===== src/rtl/amvm_pkg.sv =====
// shared types and constants for the adjacency matrix vertex merge block
package amvm_pkg;

   // operation codes carried in the kind field
   localparam logic [2:0] KIND_ADD    = 3'd0;
   localparam logic [2:0] KIND_DELETE = 3'd1;
   localparam logic [2:0] KIND_MERGE  = 3'd2;
   localparam logic [2:0] KIND_READ   = 3'd3;
   localparam logic [2:0] KIND_CLEAR  = 3'd4;

   // reset value of the initial vertex count register
   localparam logic [4:0] INIT_COUNT_RESET = 5'd2;

   typedef enum logic [2:0] {
      ST_IDLE,
      ST_CHECK,
      ST_MG_RD,
      ST_MG_RW,
      ST_FINISH
   } state_type;

   // row read address source
   typedef enum logic {
      RD_VERTEX,
      RD_SOURCE
   } rd_sel_type;

   typedef struct packed {
      logic       load_req;
      logic       rd_en;
      rd_sel_type rd_sel;
      logic       idx_clr;
      logic       idx_inc;
      logic       orig_ld;
      logic       merge_wr;
      logic       finish;
   } cmd_type;

   typedef struct packed {
      logic reject;
      logic merge_go;
      logic row_last;
      logic row_penult;
      logic out_free;
   } stat_type;

endpackage


===== src/rtl/amvm_ctrl.sv =====
// sequencer for the adjacency matrix vertex merge block
module amvm_ctrl (
   input  logic               clock,
   input  logic               reset,
   input  logic               req_valid,
   output logic               req_ready,
   input  amvm_pkg::stat_type stat,
   output amvm_pkg::cmd_type  cmd
);

   amvm_pkg::state_type state_ff, state_in;

   always_ff @(posedge clock) begin
      if (reset) begin
         state_ff <= amvm_pkg::ST_IDLE;
      end else begin
         state_ff <= state_in;
      end
   end

   always_comb begin
      state_in = state_ff;
      case (state_ff)
         amvm_pkg::ST_IDLE: begin
            if (req_valid) state_in = amvm_pkg::ST_CHECK;
         end
         amvm_pkg::ST_CHECK: begin
            state_in = stat.merge_go ? amvm_pkg::ST_MG_RD : amvm_pkg::ST_FINISH;
         end
         amvm_pkg::ST_MG_RD: begin
            state_in = stat.row_last ? amvm_pkg::ST_FINISH : amvm_pkg::ST_MG_RW;
         end
         amvm_pkg::ST_MG_RW: begin
            if (stat.row_penult) state_in = amvm_pkg::ST_FINISH;
         end
         amvm_pkg::ST_FINISH: begin
            if (stat.out_free) state_in = amvm_pkg::ST_IDLE;
         end
         default: begin
            state_in = amvm_pkg::ST_IDLE;
         end
      endcase
   end

   always_comb begin
      req_ready = 1'b0;
      cmd       = '0;
      case (state_ff)
         amvm_pkg::ST_IDLE: begin
            req_ready    = 1'b1;
            cmd.load_req = req_valid;
         end
         amvm_pkg::ST_CHECK: begin
            cmd.rd_en   = 1'b1;
            cmd.rd_sel  = amvm_pkg::RD_VERTEX;
            cmd.idx_clr = 1'b1;
         end
         amvm_pkg::ST_MG_RD: begin
            cmd.orig_ld = 1'b1;
            cmd.rd_en   = 1'b1;
            cmd.rd_sel  = amvm_pkg::RD_SOURCE;
         end
         amvm_pkg::ST_MG_RW: begin
            cmd.merge_wr = 1'b1;
            cmd.idx_inc  = 1'b1;
            cmd.rd_en    = 1'b1;
            cmd.rd_sel   = amvm_pkg::RD_SOURCE;
         end
         amvm_pkg::ST_FINISH: begin
            cmd.finish = stat.out_free;
         end
         default: begin
            cmd = '0;
         end
      endcase
   end

endmodule


===== src/rtl/amvm_dp.sv =====
// datapath: row memory, vertex count, merge row logic and result register
module amvm_dp #(
   parameter int MAX_VERTICES = 16
) (
   input  logic               clock,
   input  logic               reset,
   input  logic [2:0]         req_kind,
   input  logic [3:0]         req_first_vertex,
   input  logic [3:0]         req_second_vertex,
   input  logic               csr_valid,
   input  logic [4:0]         csr_initial_vertex_count,
   input  logic               rsp_ready,
   input  amvm_pkg::cmd_type  cmd,
   output amvm_pkg::stat_type stat,
   output logic               rsp_valid,
   output logic               rsp_status,
   output logic [15:0]        rsp_row_bits,
   output logic [4:0]         rsp_vertex_count
);

   localparam int AW = $clog2(MAX_VERTICES);
   localparam int CW = $clog2(MAX_VERTICES + 1);
   localparam int XW = (CW > 4) ? CW : 4;
   localparam int YW = (CW > 5) ? CW : 5;
   localparam int SW = CW + 1;

   logic [2:0]              kind_ff;
   logic [3:0]              va_ff, vb_ff;
   logic [CW-1:0]           count_ff, count_in;
   logic [4:0]              init_ff;
   logic [MAX_VERTICES-1:0] mem [MAX_VERTICES];
   logic [MAX_VERTICES-1:0] valid_ff;
   logic [MAX_VERTICES-1:0] rd_data_ff;
   logic                    rd_vld_ff;
   logic [MAX_VERTICES-1:0] orig_ff;
   logic [AW-1:0]           idx_ff, idx_in;
   logic                    rsp_valid_ff;
   logic                    rsp_status_ff;
   logic [15:0]             rsp_row_bits_ff;
   logic [4:0]              rsp_vertex_count_ff;

   logic [XW-1:0]           a_x, b_x, cnt_x, max_x, max_ab;
   logic [AW-1:0]           addr_a, addr_b, rd_addr, wr_addr;
   logic                    reject;
   logic [MAX_VERTICES-1:0] row_eff, bit_a, bit_b, low_a, r1, merged, wr_data;
   logic [SW-1:0]           src_cur, src_nxt;
   logic [CW-1:0]           top, sat;
   logic [YW-1:0]           init_y;
   logic                    wr_en, clr_all;

   // range checks against storage size and current count
   assign a_x    = XW'(va_ff);
   assign b_x    = XW'(vb_ff);
   assign cnt_x  = XW'(count_ff);
   assign max_x  = XW'(MAX_VERTICES);
   assign addr_a = a_x[AW-1:0];
   assign addr_b = b_x[AW-1:0];

   always_comb begin
      case (kind_ff)
         amvm_pkg::KIND_ADD:    reject = !((a_x < max_x) && (b_x < max_x));
         amvm_pkg::KIND_DELETE: reject = !((a_x < cnt_x) && (b_x < cnt_x));
         amvm_pkg::KIND_MERGE:  reject = !((a_x < cnt_x) && (b_x < cnt_x));
         amvm_pkg::KIND_READ:   reject = !(a_x < cnt_x);
         amvm_pkg::KIND_CLEAR:  reject = 1'b0;
         default:               reject = 1'b1;
      endcase
   end

   // rows never written since clear read as zero
   assign row_eff = rd_vld_ff ? rd_data_ff : '0;
   assign bit_a   = MAX_VERTICES'(1) << addr_a;
   assign bit_b   = MAX_VERTICES'(1) << addr_b;
   assign low_a   = bit_a - MAX_VERTICES'(1);

   // row counter and source row (skips the merged-away row)
   always_comb begin
      if (cmd.idx_clr) begin
         idx_in = '0;
      end else if (cmd.idx_inc) begin
         idx_in = idx_ff + AW'(1);
      end else begin
         idx_in = idx_ff;
      end
   end

   assign src_cur = SW'(idx_ff) + ((SW'(idx_ff) >= SW'(addr_a)) ? SW'(1) : SW'(0));
   assign src_nxt = SW'(idx_in) + ((SW'(idx_in) >= SW'(addr_a)) ? SW'(1) : SW'(0));
   assign rd_addr = (cmd.rd_sel == amvm_pkg::RD_SOURCE) ? src_nxt[AW-1:0] : addr_a;

   // redirect in-edges, fold out-edges into the receiver, then drop the column
   assign r1 = row_eff
             | (row_eff[addr_a] ? bit_b : '0)
             | ((src_cur == SW'(addr_b)) ? (orig_ff & ~bit_a) : '0);
   assign merged = (r1 & low_a) | ((r1 >> 1) & ~low_a);

   assign max_ab = (a_x > b_x) ? a_x : b_x;
   assign top    = CW'(max_ab) + CW'(1);
   assign init_y = YW'(init_ff);
   assign sat    = (init_y > YW'(MAX_VERTICES)) ? CW'(MAX_VERTICES) : CW'(init_y);

   always_comb begin
      wr_en    = 1'b0;
      wr_addr  = idx_ff;
      wr_data  = merged;
      clr_all  = 1'b0;
      count_in = count_ff;
      if (cmd.merge_wr) begin
         wr_en = 1'b1;
      end
      if (cmd.finish && !reject) begin
         case (kind_ff)
            amvm_pkg::KIND_ADD: begin
               wr_en    = 1'b1;
               wr_addr  = addr_a;
               wr_data  = row_eff | bit_b;
               count_in = (top > count_ff) ? top : count_ff;
            end
            amvm_pkg::KIND_DELETE: begin
               wr_en   = 1'b1;
               wr_addr = addr_a;
               wr_data = row_eff & ~bit_b;
            end
            amvm_pkg::KIND_MERGE: begin
               wr_en    = 1'b1;
               wr_data  = '0;
               count_in = count_ff - CW'(1);
            end
            amvm_pkg::KIND_CLEAR: begin
               clr_all  = 1'b1;
               count_in = sat;
            end
            default: begin
               wr_en = 1'b0;
            end
         endcase
      end
   end

   always_ff @(posedge clock) begin
      if (wr_en) mem[wr_addr] <= wr_data;
      if (cmd.rd_en) begin
         rd_data_ff <= mem[rd_addr];
         rd_vld_ff  <= valid_ff[rd_addr];
      end
      if (cmd.orig_ld) orig_ff <= row_eff;
      if (cmd.load_req) begin
         kind_ff <= req_kind;
         va_ff   <= req_first_vertex;
         vb_ff   <= req_second_vertex;
      end
      idx_ff <= idx_in;
      if (cmd.finish) begin
         rsp_status_ff       <= reject;
         rsp_row_bits_ff     <= (kind_ff == amvm_pkg::KIND_READ && !reject) ?
                                16'(row_eff) : 16'd0;
         rsp_vertex_count_ff <= 5'(count_in);
      end
   end

   always_ff @(posedge clock) begin
      if (reset) begin
         valid_ff     <= '0;
         count_ff     <= '0;
         init_ff      <= amvm_pkg::INIT_COUNT_RESET;
         rsp_valid_ff <= 1'b0;
      end else begin
         if (clr_all) begin
            valid_ff <= '0;
         end else if (wr_en) begin
            valid_ff[wr_addr] <= 1'b1;
         end
         count_ff <= count_in;
         if (csr_valid) init_ff <= csr_initial_vertex_count;
         if (cmd.finish) begin
            rsp_valid_ff <= 1'b1;
         end else if (rsp_ready) begin
            rsp_valid_ff <= 1'b0;
         end
      end
   end

   assign stat.reject     = reject;
   assign stat.merge_go   = (kind_ff == amvm_pkg::KIND_MERGE) && !reject;
   assign stat.row_last   = (SW'(idx_ff) + SW'(1)) == SW'(count_ff);
   assign stat.row_penult = (SW'(idx_ff) + SW'(2)) == SW'(count_ff);
   assign stat.out_free   = !rsp_valid_ff || rsp_ready;

   assign rsp_valid        = rsp_valid_ff;
   assign rsp_status       = rsp_status_ff;
   assign rsp_row_bits     = rsp_row_bits_ff;
   assign rsp_vertex_count = rsp_vertex_count_ff;

endmodule


===== src/rtl/adjacency_matrix_vertex_merge_top.sv =====
// top level of the directed graph adjacency matrix with vertex merge
//
//   channel  direction  signals
//   req      in         req_valid req_ready req_kind req_first_vertex req_second_vertex
//   rsp      out        rsp_valid rsp_ready rsp_status rsp_row_bits rsp_vertex_count
//   csr      in         csr_valid csr_ready csr_initial_vertex_count
//
// one operation at a time; add, delete, read, clear and rejected beats go from accept
// through the check and finish states and load their result in finish; merge goes
// through check, merge read and merge rewrite states before finish, one row rewritten per cycle
// through the single read and single write port of the row memory
// reset clears per-row valid bits at once, no clearing pass; csr is always ready
// a result held in the output register stalls only the final cycle of the next beat
module adjacency_matrix_vertex_merge_top #(
   parameter int MAX_VERTICES = 16
) (
   input  logic        clock,
   input  logic        reset,
   // request channel
   input  logic        req_valid,
   output logic        req_ready,
   input  logic [2:0]  req_kind,
   input  logic [3:0]  req_first_vertex,
   input  logic [3:0]  req_second_vertex,
   // response channel
   output logic        rsp_valid,
   input  logic        rsp_ready,
   output logic        rsp_status,
   output logic [15:0] rsp_row_bits,
   output logic [4:0]  rsp_vertex_count,
   // configuration write
   input  logic        csr_valid,
   output logic        csr_ready,
   input  logic [4:0]  csr_initial_vertex_count
);

   amvm_pkg::cmd_type  cmd;
   amvm_pkg::stat_type stat;

   // register writes land in the next cycle, never back-pressured
   assign csr_ready = 1'b1;

   // sequencer: decode, merge row sweep, result hand-off
   amvm_ctrl u_ctrl (
      .clock     (clock),
      .reset     (reset),
      .req_valid (req_valid),
      .req_ready (req_ready),
      .stat      (stat),
      .cmd       (cmd)
   );

   // row memory, count, merge row logic and output register
   amvm_dp #(
      .MAX_VERTICES (MAX_VERTICES)
   ) u_dp (
      .clock                    (clock),
      .reset                    (reset),
      .req_kind                 (req_kind),
      .req_first_vertex         (req_first_vertex),
      .req_second_vertex        (req_second_vertex),
      .csr_valid                (csr_valid),
      .csr_initial_vertex_count (csr_initial_vertex_count),
      .rsp_ready                (rsp_ready),
      .cmd                      (cmd),
      .stat                     (stat),
      .rsp_valid                (rsp_valid),
      .rsp_status               (rsp_status),
      .rsp_row_bits             (rsp_row_bits),
      .rsp_vertex_count         (rsp_vertex_count)
   );

endmodule


===== config.mk =====
export PLATFORM = sky130hd
export DESIGN_NAME = adjacency_matrix_vertex_merge_top
export DESIGN_NICKNAME = d
export VERILOG_FILES = /design/src/rtl/amvm_pkg.sv /design/src/rtl/amvm_ctrl.sv /design/src/rtl/amvm_dp.sv /design/src/rtl/adjacency_matrix_vertex_merge_top.sv
export SDC_FILE = /design/constraint.sdc
export NUM_CORES = 1
export LEC_CHECK = 0
export BUFFER_PORTS_ARGS = -buffer_cell sky130_fd_sc_hd__buf_2
export CAP_MARGIN = 15
export CORE_AREA = 4 4 190 192
export CTS_CLUSTER_DIAMETER = 200
export CTS_CLUSTER_SIZE = 30
export DETAILED_ROUTE_END_ITERATION = 16
export DIE_AREA = 0 0 194 196
export PLACE_DENSITY_LB_ADDON = 0.3
export SLEW_MARGIN = 20
export SYNTH_ARGS = -nofsm -noshare
export SYNTH_HDL_FRONTEND = slang
export SYNTH_HIERARCHICAL = 1
export SYNTH_SLANG_ARGS = --single-unit

===== constraint.sdc =====
create_clock -name clock -period 5.5 [get_ports clock]
set_input_delay 0.55 -clock clock [delete_from_list [all_inputs] [get_ports clock]]
set_output_delay 0.55 -clock clock [all_outputs]
set_load 0.02 [all_outputs]

# Yosys cells after proc, flatten, opt, wreduce, memory -nomap -nowiden
# Memories as Yosys holds them, arrays and structs flattened. A register that Yosys moved wholly into a read port is not among the register bits.
# Cells that the tools add are included.
[classes]
n_addsub = 8
magnitude_cmp = 13
n_eq_ne = 14
n_shift = 2
muxes = 46
n_bitwise = 12
n_reduce_logical = 21
[ops]
columns = ["cell", "count"]
rows = [
  ["16-bit bitwise OR", 5],
  ["16-bit two-way mux", 4],
  ["16-bit AND", 3],
  ["16-bit inverter", 3],
  ["16-bit one-hot mux with 3 select lines", 1],
  ["1-bit by 4-bit left shift with 16-bit output, first input constant", 2],
  ["4-bit by 5-bit less-than comparator with 1-bit output, second input constant", 5],
  ["4-bit two-way mux", 6],
  ["1-bit two-way mux", 19],
  ["15-bit by 16-bit AND with 16-bit output", 1],
  ["16-bit by 1-bit subtractor with 16-bit output, second input constant", 1],
  ["3-bit two-way mux", 5],
  ["5-bit two-way mux", 3],
  ["3-bit one-hot mux with 5 select lines", 1],
  ["5-bit one-hot mux with 3 select lines", 1],
  ["3-bit by 2-bit equality test with 1-bit output, second input constant", 4],
  ["6-bit by 5-bit equality test with 1-bit output", 2],
  ["4-bit by 5-bit less-than comparator with 1-bit output", 2],
  ["1-bit binary-select mux with 4-bit select", 2],
  ["4-bit greater-or-equal comparator", 2],
  ["2-bit OR reduction", 4],
  ["4-bit by 6-bit adder with 6-bit output", 1],
  ["3-bit by 1-bit equality test with 1-bit output, second input constant", 2],
  ["3-bit equality test, second input constant", 2],
  ["24 further kinds", 35],
]
[word_totals]
ff_bits = 84
ram_bits = 256
inputBits = 21
out_inout_bits = 25
elab_cells = 131
n_memories = 1
[mem_list]
columns = ["name", "words", "word_bits", "read_ports", "rd_ports_with_merged_regs", "write_ports", "line_no", "rtl"]
rows = [
  ["u_dp.mem", 16, 16, 1, 1, 1, "amvm_dp.sv:31", "logic [MAX_VERTICES-1:0] mem [MAX_VERTICES];"],
]

# Depth between registers and ports, before layout
# Gate-level depths: netlist of run 1.
[logic_depth]
ltp_word = 12
ltp_mapped = 20
depth_no_buf = 17

# Hierarchy
# The synthesis of run 1 kept the hierarchy.
[modules_own_cells]
columns = ["mod", "n_inst", "cells_per_inst", "area_per_inst_um2", "seq_area_each_um2"]
rows = [
  ["amvm_dp", 1, 1041, 15999.1, 10289.9],
  ["amvm_ctrl", 1, 35, 282.8, 60.1],
  ["adjacency_matrix_vertex_merge_top", 1, 2, 11.3, 0.0],
]

# Worst setup path before layout of run 1
# No wires, ideal clock.
[synth_path]
path_type = "input port to flip-flop"
from = "input rsp_ready"
to = "memory u_dp.mem[10][0], enable pin"
setup_time_ns = 0.412
t_arrival_ns = 4.907
required_ns = 5.088
setup_slack_ns = 0.181
stages = 7
path_buffers = 0
path_cell_list = "nand2b_1 nand2_1 nor3_1 nand2_1 a31oi_4 mux2_2 nor3_1"
[synth_rtl]
columns = ["item", "line_no", "rtl"]
rows = [
  ["start, declared", "adjacency_matrix_vertex_merge_top.sv:27", "input logic rsp_ready,"],
  ["end, declared", "amvm_dp.sv:31", ""],
]

==> impl_metrics.tcl, run 1 <==
set metrics [dict create \
    outcome "completed" \
    cts_setup_buffers 0 \
    initial_core_util 0.474 \
    vias 9586 \
    max_freq_mhz 235 \
    drt-total-wl_um 37700 \
    clk_latency_ns 0.54 \
    cp.buffers_inverters 1 \
    top_usage_layer "met2" \
    grt_usage 0.194 \
    syn_avg_cell_area_um2 15.1 \
    portBuffers 44 \
    cp_slowest_cell "mux4_2" \
    cts.sinks 356 \
    drt_iter0_markers 972 \
    cts_buffers 15 \
    hold_path.startpoint "req_second_vertex[2]" \
    syn_inst 1077 \
    worst_pin_slew_ns 1.02 \
    root_buffer "clkbuf_16" \
    endpoint_kind "register" \
    vdd_drop_max_v 0.000214 \
    reg2reg_to "u_dp/rd_data_ff[2]" \
    slew_viol_final 0 \
    place_hpwl_um 23900 \
    maxCapViolations 0 \
    fin_nets 1171 \
    worstPathRequired_ns 5.76 \
    p_leak_nw 6.13 \
    period_share 0.774 \
    finalHoldViolations 0 \
    die_w_um 194 \
    clock_skew_ns 0.0381 \
    setup_tns_ns 0 \
    cts_hold_buf 0 \
    ys_warn_count 6 \
    grt_use_met1 0.274 \
    first_pass_iters 5 \
    worst-r2r-cell-count 16 \
    fin_crit_ns 4.26 \
    clk_pin_slew_worst_paths_ns 0.12 \
    relSlewSlack 0.314 \
    die-area_mm2 0.0380 \
    antenna_cells 0 \
    antenna_found_initial 0 \
    reg2reg_slack_ns 1.24 \
    setup_viol_count_final 0 \
    worstReg2RegStart "u_ctrl/state_ff[1]" \
    drive_above_1_share 0.204 \
    max_stage_delay_ns 0.56 \
    fill_cells 2823 \
    area_growth_pct 8.71 \
    hp-class "input pin to register" \
    path_cells "nor2b_1 > and2_2 > xor2_1 > nand2b_1 > ha_1 > nand2b_1 > a21oi_1 > nor2b_1 > o21ai_0 > nand2b_1 > ha_1 > mux2i_4 > buf_4 > mux4_2 > mux2i_1 > mux2i_1" \
    post_cts_resized 0 \
    syn-num-nets 1130 \
    grt_pass1_vias 9396 \
    die_h_um 196 \
    cts_tree "yes" \
    overflow 0 \
    place_congestion 0.905 \
    drt_drc_violations_left 0 \
    crit_family "multiplexers" \
    crit_type "register to register" \
    rsz0062_at_grt "false" \
    wl_per_cell_um 23.9 \
    grt_util_met3 0.0180 \
    rows 68 \
    cp.arrival_ns 4.52 \
    power_mw 8.56 \
    netlist_area_mm2 0.0163 \
    h-tree-depth 1 \
    core_area_mm2 0.0344 \
    clock_path_buffers 3 \
    cp_common_cell "nand2b_1" \
    io_pins 46 \
    via_per_inst 6.08 \
    holdPathStages 1 \
    final_antenna_net_count 0 \
    grt_pass1_wl_um 57400 \
    holdPathEnd "u_dp/addr_b[2]" \
    cp_max_fo 18 \
    grtUsageMet2 0.329 \
    grt_max_degree 40 \
    power_density_mw_per_mm2 484 \
    start_kind "register" \
    cp-startpoint "u_ctrl/state_ff[1]" \
]
## layout make-up
class,count,area [µm²],area share
Multi-Input combinational cell,620,5660,0.320
Clock buffer,19,412,0.0233
Inverter,39,146,0.00827
Sequential cell,356,10300,0.585
Clock inverter,1,8.76,0.000495
Timing Repair Buffer,86,561,0.0317
Tap cell,455,569,0.0322
## cells in the final DEF, fill, tap and decap left out, types with 3 or more instances in the layout
| cell type | instances |
|---|---|
| or2_2 | 3 |
| clkbuf_16 | 16 |
| o21ai_0 | 54 |
| edfxtp_1 | 322 |
| a221oi_1 | 13 |
| xnor2_1 | 17 |
| dfxtp_1 | 34 |
| a22o_1 | 10 |
| buf_4 | 40 |
| nand3b_1 | 3 |
| o31ai_1 | 3 |
| buf_2 | 44 |
| nor3_2 | 5 |
| o221a_2 | 8 |
| a21oi_1 | 22 |
| ha_1 | 32 |
| nor2_1 | 61 |
| o21a_1 | 22 |
| a31oi_1 | 5 |
| nor3_4 | 12 |
| and2_1 | 7 |
| a32o_1 | 3 |
| xor2_1 | 6 |
| mux2i_1 | 78 |
| o22ai_1 | 5 |
| nor3_1 | 17 |
| a31o_2 | 4 |
| clkbuf_1 | 3 |
| mux4_2 | 70 |
| nand2b_1 | 10 |
| mux2_2 | 6 |
| nand4_1 | 3 |
| nor2b_1 | 11 |
| inv_1 | 37 |
| nand3_1 | 15 |
| nand2_1 | 64 |
| o2111ai_1 | 4 |
| a21o_1 | 8 |
## how the worst max path moves through the flow
stage | end | slack [ns] | depth (start not counted)
floorplan | u_dp/mem[10][0] | 0.18 | 7
global placement | u_dp/rd_data_ff[6] | 1.31 | 16
detailed placement | u_dp/rd_data_ff[6] | 1.26 | 16
CTS | u_dp/rd_data_ff[2] | 1.23 | 16
global route | u_dp/rd_data_ff[6] | 0.83 | 15
finish | u_dp/rd_data_ff[2] | 1.24 | 16
## state kept, by name, summed over array words and instances (netlist names), 4 cells and up
register	cells
u_dp/addr_a	4
u_dp/addr_b	4
u_dp/cnt_x	5
u_dp/idx_ff	4
u_dp/init_ff	5
u_dp/mem	256
u_dp/orig_ff	16
u_dp/rd_data_ff	16
u_dp/rsp_row_bits	16
u_dp/rsp_vertex_count	5
u_dp/valid_ff	16
## report_power, final
group	switching [mW]	internal (mW)
clock	0.776	0.539
sequential	0.201	3.66
combinational	2.07	1.31
total	3.05	5.51
## metrics by stage
| step | cell area (µm²) | setup WS [ns] | hold WS (ns) | std cells | util |
|---|---|---|---|---|---|
| floorplan | 16300 | 0.181 | 0.435 | 1077 | - |
| global placement | 17300 | 1.31 | 0.442 | 1556 | 0.503 |
| detailed placement | 17300 | 1.26 | 0.450 | 1556 | 0.503 |
| CTS | 17700 | 1.23 | 0.177 | 1576 | 0.515 |
| global route | 17700 | 0.827 | 0.183 | 1576 | 0.515 |
| finish | 17700 | 1.24 | 0.190 | 1576 | 0.515 |
## layer usage
metal	up-vias	share of wire
met4	0	0.019
met5	-	0
met2	374	0.49
met1	4889	0.43
li1	4272	-
met3	51	0.065
No activity file was read; power rests on OpenSTA's default activity.
==> inputs of run 2 (changes only) <==
- clock period: 5.5 -> 3.5 ns (I/O delays scaled with it)
==> run 2 against run 1 <==
The flow now finishes with violations (setup timing). Non-clock buffer count rose by 129. Global-route usage is 1.5 points higher. Sequential power increased by 56%. Final cell count grew 8.2%. Worst setup slack worse by 1.4 ns. Core utilization is 6.4 points higher. Count of clock-buffer cells in the layout stayed put. Final area up 13%. First-iteration DRC count shrank 6.1%. Critical endpoint is now u_dp/rd_data_ff[1]. Largest cell class unchanged.
==> impl_metrics.tcl, run 2 (synthesis results as in run 1) <==
set metrics [dict create \
    pre_cts_ws_ns -0.227 \
    die_w_um 194 \
    vias 10185 \
    met2_wirelength_um 20600 \
    drive_above_1_share 0.321 \
    cp.arrival_ns 3.90 \
    clock_skew_ns 0.0234 \
    cts_tree "yes" \
    drt-met1-wl_um 17400 \
    path_cells "nor2b_4 > and2_4 > xor2_2 > nand2b_1 > buf_4 > buf_4 > buf_4 > buf_4 > buf_4 > buf_4 > inv_1 > ha_4 > mux2i_4 > buf_6 > buf_12 > clkbuf_16 > mux4_2 > mux2i_1 > mux2i_1" \
    max_freq_mhz 274 \
    drt_drc_violations_left 0 \
    worstPathRequired_ns 3.75 \
    grt_max_degree 32 \
    holdPathStages 3 \
    fin_nets 1301 \
    final_cell_mix "322 x edfxtp_1, 95 x buf_4, 70 x mux4_2, 69 x mux2i_1, 64 x nand2_1" \
    reg2reg_to "u_dp/rd_data_ff[1]" \
    io_pins 46 \
    cts_buffers 15 \
    cp_common_cell "buf_4" \
    maxCapViolations 0 \
    period_share 1.04 \
    first_pass_iters 5 \
    endpoint_kind "register" \
    initial_core_util 0.474 \
    crit_type "register to register" \
    cp_slowest_cell "mux4_2" \
    portBuffers 44 \
    place_area_mm2 0.0184 \
    hold_path.startpoint "csr_initial_vertex_count[1]" \
    max_stage_delay_ns 0.50 \
    final_common_cell "edfxtp_1" \
    root_buffer "clkbuf_16" \
    drt_iter0_markers 913 \
    via_per_inst 5.97 \
    wl_per_cell_um 24.5 \
    cp_max_fo 8 \
    wl_met3_um 2780 \
    grt_usage 0.209 \
    top_layer_used "met4" \
    top_register "u_dp/mem" \
    overflow 0 \
    clk_pin_slew_worst_paths_ns 0.12 \
    holdPathEnd "u_dp/init_ff[1]" \
    outcome "finished, violations left" \
    drt-total-wl_um 41800 \
    relSlewSlack 0.514 \
    cts.sinks 356 \
    clk_latency_ns 0.52 \
    power_density_mw_per_mm2 800 \
    finalHoldViolations 0 \
    slew_viol_final 0 \
    grt_pass1_wl_um 61400 \
    area_growth_pct 22.3 \
    worstReg2RegStart "u_ctrl/state_ff[2]" \
    h-tree-depth 1 \
    p_leak_nw 7.14 \
    rsz0062_at_grt "true" \
    design_area_mm2 0.0199 \
    reg2reg_slack_ns -0.15 \
    worst_pin_slew_ns 0.714 \
    worst-r2r-cell-count 19 \
    start_kind "register" \
    setup_viol_count_final 58 \
    place_congestion 0.928 \
    place_hpwl_um 26200 \
    fin_ws_ns -0.147 \
    rows 68 \
    hp-class "input pin to register" \
    largest_reg_flops 256 \
    grt_pass1_vias 10038 \
    vdd_drop_max_v 0.000402 \
    fin_crit_ns 3.65 \
    final_antenna_net_count 0 \
    violations "setup timing" \
    antenna_found_initial 0 \
    antenna_cells 0 \
    clock_path_buffers 3 \
    core_area_mm2 0.0344 \
    die_h_um 196 \
    die-area_mm2 0.0380 \
]
[run 2: worst max path at each step]
stage,from,endpoint,slack (ns),cells after the start
after detailed placement,u_ctrl/state_ff[0],u_dp/rd_data_ff[8],-0.23,14
after global placement,u_ctrl/state_ff[1],u_dp/rd_data_ff[11],-0.16,17
after CTS,u_dp/addr_a[1],u_dp/cnt_x[4],-0.1,15
final,u_ctrl/state_ff[2],u_dp/rd_data_ff[1],-0.15,19
after floorplan,u_dp/addr_b[1],u_dp/rsp_vertex_count[2],-0.19,15
after global routing,u_ctrl/state_ff[2],u_dp/rd_data_ff[1],-0.30,18
[run 2: stage by stage]
step	hold WS, ns	TNS (ns)	power (mW)	cells	util
2_1_floorplan	0.435	-2.12	10.1	1077	-
3_3_place_gp	0.442	-5.88	12.5	1638	0.537
3_5_place_dp	0.453	-14.31	12.6	1638	0.537
4_1_cts	0.0334	-2.99	15.3	1694	0.566
5_1_grt	0.0427	-15.23	16.7	1706	0.579
6_report	0.0495	-2.97	15.9	1706	0.579
[run 2: final cells by class]
cell class                 count  area, µm²
sequential                   356      10400
fill                        2633      14500
tap                          455        569
multi-input combinational    621       6120
timing repair buffer         215       2300
inverter                      39        151
clock buffer                  19        412
clock inverter                 1       8.76
[run 2: metal layers]
metal,up-vias,track usage
li1,4535,-
met1,5190,0.291
met2,387,0.354
met3,73,0.0282
met4,0,0.0508
met5,-,0
[run 2: critical path: cells and delay by family, from the launching register on]
family / cells / cell delay [ns]
DFF: 1 / 0.38
adders and majority gates: 1 / 0.22
muxes: 4 / 0.92
buffers and inverters: 10 / 1.33
and+or+nand+nor: 3 / 0.40
xor gates and xnor gates: 1 / 0.14
[run 2: timing repair]
item | CTS | global route
hold endpoints to repair | 11 | 0
resized for setup | 38 | 54
hold buffers | 11 | 0
setup endpoints to repair | 374 | 323
pin swaps | 14 | 22
cloned | 6 | 8
buffers inserted | 21 | 5
[run 2: power by group]
group / switching (mW) / internal, mW
registers: 0.264 / 5.75
clock network: 1.20 / 0.846
logic: 4.09 / 3.78
total: 5.55 / 10.4
==> inputs of run 3 (changes only) <==
- SKIP_LAST_GASP: default -> 1
==> run 3 against run 2 <==
The flow still finishes with violations (setup timing). Flip-flop and latch count did not move. Maximum frequency fell by 0.65%. Die area unchanged. Clock power barely moved. Worst setup slack got worse by 0.024 ns.
==> impl_metrics.tcl, run 3 (synthesis results as in run 1) <==
set metrics [dict create \
    final_common_cell "edfxtp_1" \
    worstReg2RegStart "u_dp/addr_a[1]" \
    maxCapViolations 0 \
    die_w_um 194 \
    power.share.sequential 0.367 \
    fin_crit_ns 3.67 \
    drt_drc_violations_left 0 \
    place_area_mm2 0.0184 \
    area_growth_pct 24.0 \
    cts_buffers 15 \
    die_h_um 196 \
    cp.arrival_ns 4.13 \
    grt_max_degree 32 \
    cts.sinks 356 \
    worst-r2r-cell-count 16 \
    clk_latency_ns 0.52 \
    overflow 0 \
    antenna_cells 0 \
    clock_path_buffers 3 \
    fin_hold_ws_ns 0.0499 \
    drt-total-wl_um 42800 \
    relSlewSlack 0.517 \
    slew_viol_final 0 \
    fin_nets 1310 \
    reg2reg_slack_ns -0.17 \
    vdd_drop_max_v 0.000399 \
    top_usage_layer "met2" \
    setup_viol_count_final 83 \
    vias 10347 \
    clock_skew_ns 0.0244 \
    largest_reg_flops 256 \
    grt_util_met3 0.0282 \
    grt_pass1_wl_um 61400 \
    reg2reg_to "u_dp/cnt_x[4]" \
    final_cells 1715 \
    switchingPower_mw 5.74 \
    top_register "u_dp/mem" \
    initial_core_util 0.474 \
    cp_max_fo 6 \
    grt_usage 0.209 \
    die-area_mm2 0.0380 \
    final_antenna_net_count 0 \
    pre_cts_ws_ns -0.227 \
    worstPathRequired_ns 3.96 \
    violations "setup timing" \
    grt_pass1_vias 10038 \
    clk_pin_slew_worst_paths_ns 0.12 \
    multi_input_area_mm2 0.00625 \
    register_area_mm2 0.0104 \
    rows 68 \
    via_per_inst 6.03 \
    final_cell_mix "322 x edfxtp_1, 98 x buf_4, 70 x mux4_2, 66 x mux2i_1, 64 x nand2_1" \
    endpoint_kind "register" \
    rsz0062_at_grt "true" \
    fill_cells 2599 \
    period_share 1.05 \
    portBuffers 44 \
    hp-class "input pin to register" \
    h-tree-depth 1 \
    antenna_found_initial 1 \
    root_buffer "clkbuf_16" \
    swShare 0.350 \
    wl_per_cell_um 24.9 \
    io_pins 46 \
    power_mw 16.4 \
    comb_power_share 0.508 \
    worst_pin_slew_ns 0.711 \
    power_density_mw_per_mm2 812 \
    fin_ws_ns -0.171 \
    drive_above_1_share 0.334 \
    cts_tree "yes" \
    place_congestion 0.928 \
    power_frac_clock 0.125 \
    crit_end "u_dp/cnt_x[4]" \
    first_pass_iters 5 \
    crit_type "register to register" \
    placedCellCount 1638 \
    cp-startpoint "u_dp/addr_a[1]" \
    intPower_mw 10.7 \
    drt_iter0_markers 986 \
    place_hpwl_um 26200 \
    grt_use_met1 0.291 \
    start_kind "register" \
    outcome "finished, violations left" \
    design_area_mm2 0.0202 \
    grtUsageMet2 0.354 \
    p_leak_nw 7.24 \
    core_area_mm2 0.0344 \
    max_freq_mhz 272 \
    finalHoldViolations 0 \
]
## run 3: changes by cell type in the layout (fill, tap and decap cells not counted), sizes merged
| cell | delta |
|---|---|
| clkbuf | +3 |
| a21o | +1 |
| a31o | -1 |
| buf | +6 |
## run 3: timing repair
action	in CTS	in global routing
cloned	6	12
endpoints found under the setup margin	374	323
buffers inserted	21	10
resized for setup	36	83
hold endpoints to repair	11	0
pin swaps	14	40
hold buffers	11	0
## run 3: per-stage QoR
step	TNS (ns)	util
after floorplan	-2.12	-
after global placement	-5.88	0.537
after detailed placement	-14.31	0.537
after CTS	-6.75	0.566
after global routing	-21.49	0.587
final	-6.75	0.587
## run 3: cell type report
cell class,instances,share of cell area
multi-input combinational,621,0.309
inverter,39,0.00750
tap,455,0.0282
clock buffer,19,0.0204
clock inverter,1,0.000434
sequential,356,0.513
timing repair buffer,224,0.121
## run 3: power groups by stage
stage	Combinational, mW	Sequential (mW)	Clock (mW)
floorplan	4.04	6.05	0
global placement	6.43	6.09	0
detailed placement	6.53	6.10	0
CTS	7.21	6.01	2.10
global route	8.85	6.04	2.28
finish	8.33	6.01	2.05
## run 3: critical path, stage by stage, from the launching register on
cell      delay, ns
edfxtp_1       0.46
buf_6          0.16
ha_4           0.26
nor2b_4        0.13
o21ai_2        0.06
a21oi_2        0.24
mux2_4         0.35
ha_4           0.28
ha_4           0.19
nor2b_4        0.12
o21a_1         0.19
o21ai_2        0.23
buf_6          0.14
a21oi_4        0.06
o31ai_4        0.35
a22o_1         0.24
and2_4         0.15
## run 3: how the worst min path moves through the flow
stage / startpoint / to / depth (start not counted)
after global placement: u_dp/valid_ff[2] / u_dp/valid_ff[2] / 1
after global routing: csr_initial_vertex_count[1] / u_dp/init_ff[1] / 3
after floorplan: u_dp/valid_ff[14] / u_dp/valid_ff[14] / 1
after CTS: csr_initial_vertex_count[1] / u_dp/init_ff[1] / 3
after detailed placement: u_dp/valid_ff[0] / u_dp/valid_ff[0] / 1
final: csr_initial_vertex_count[1] / u_dp/init_ff[1] / 3
## run 3: per-layer routing
layer | up-vias | routed length [µm]
met4 | 2 | 996
met2 | 447 | 21100
met5 | - | 9
met1 | 5269 | 17400
met3 | 75 | 3170
li1 | 4554 | -
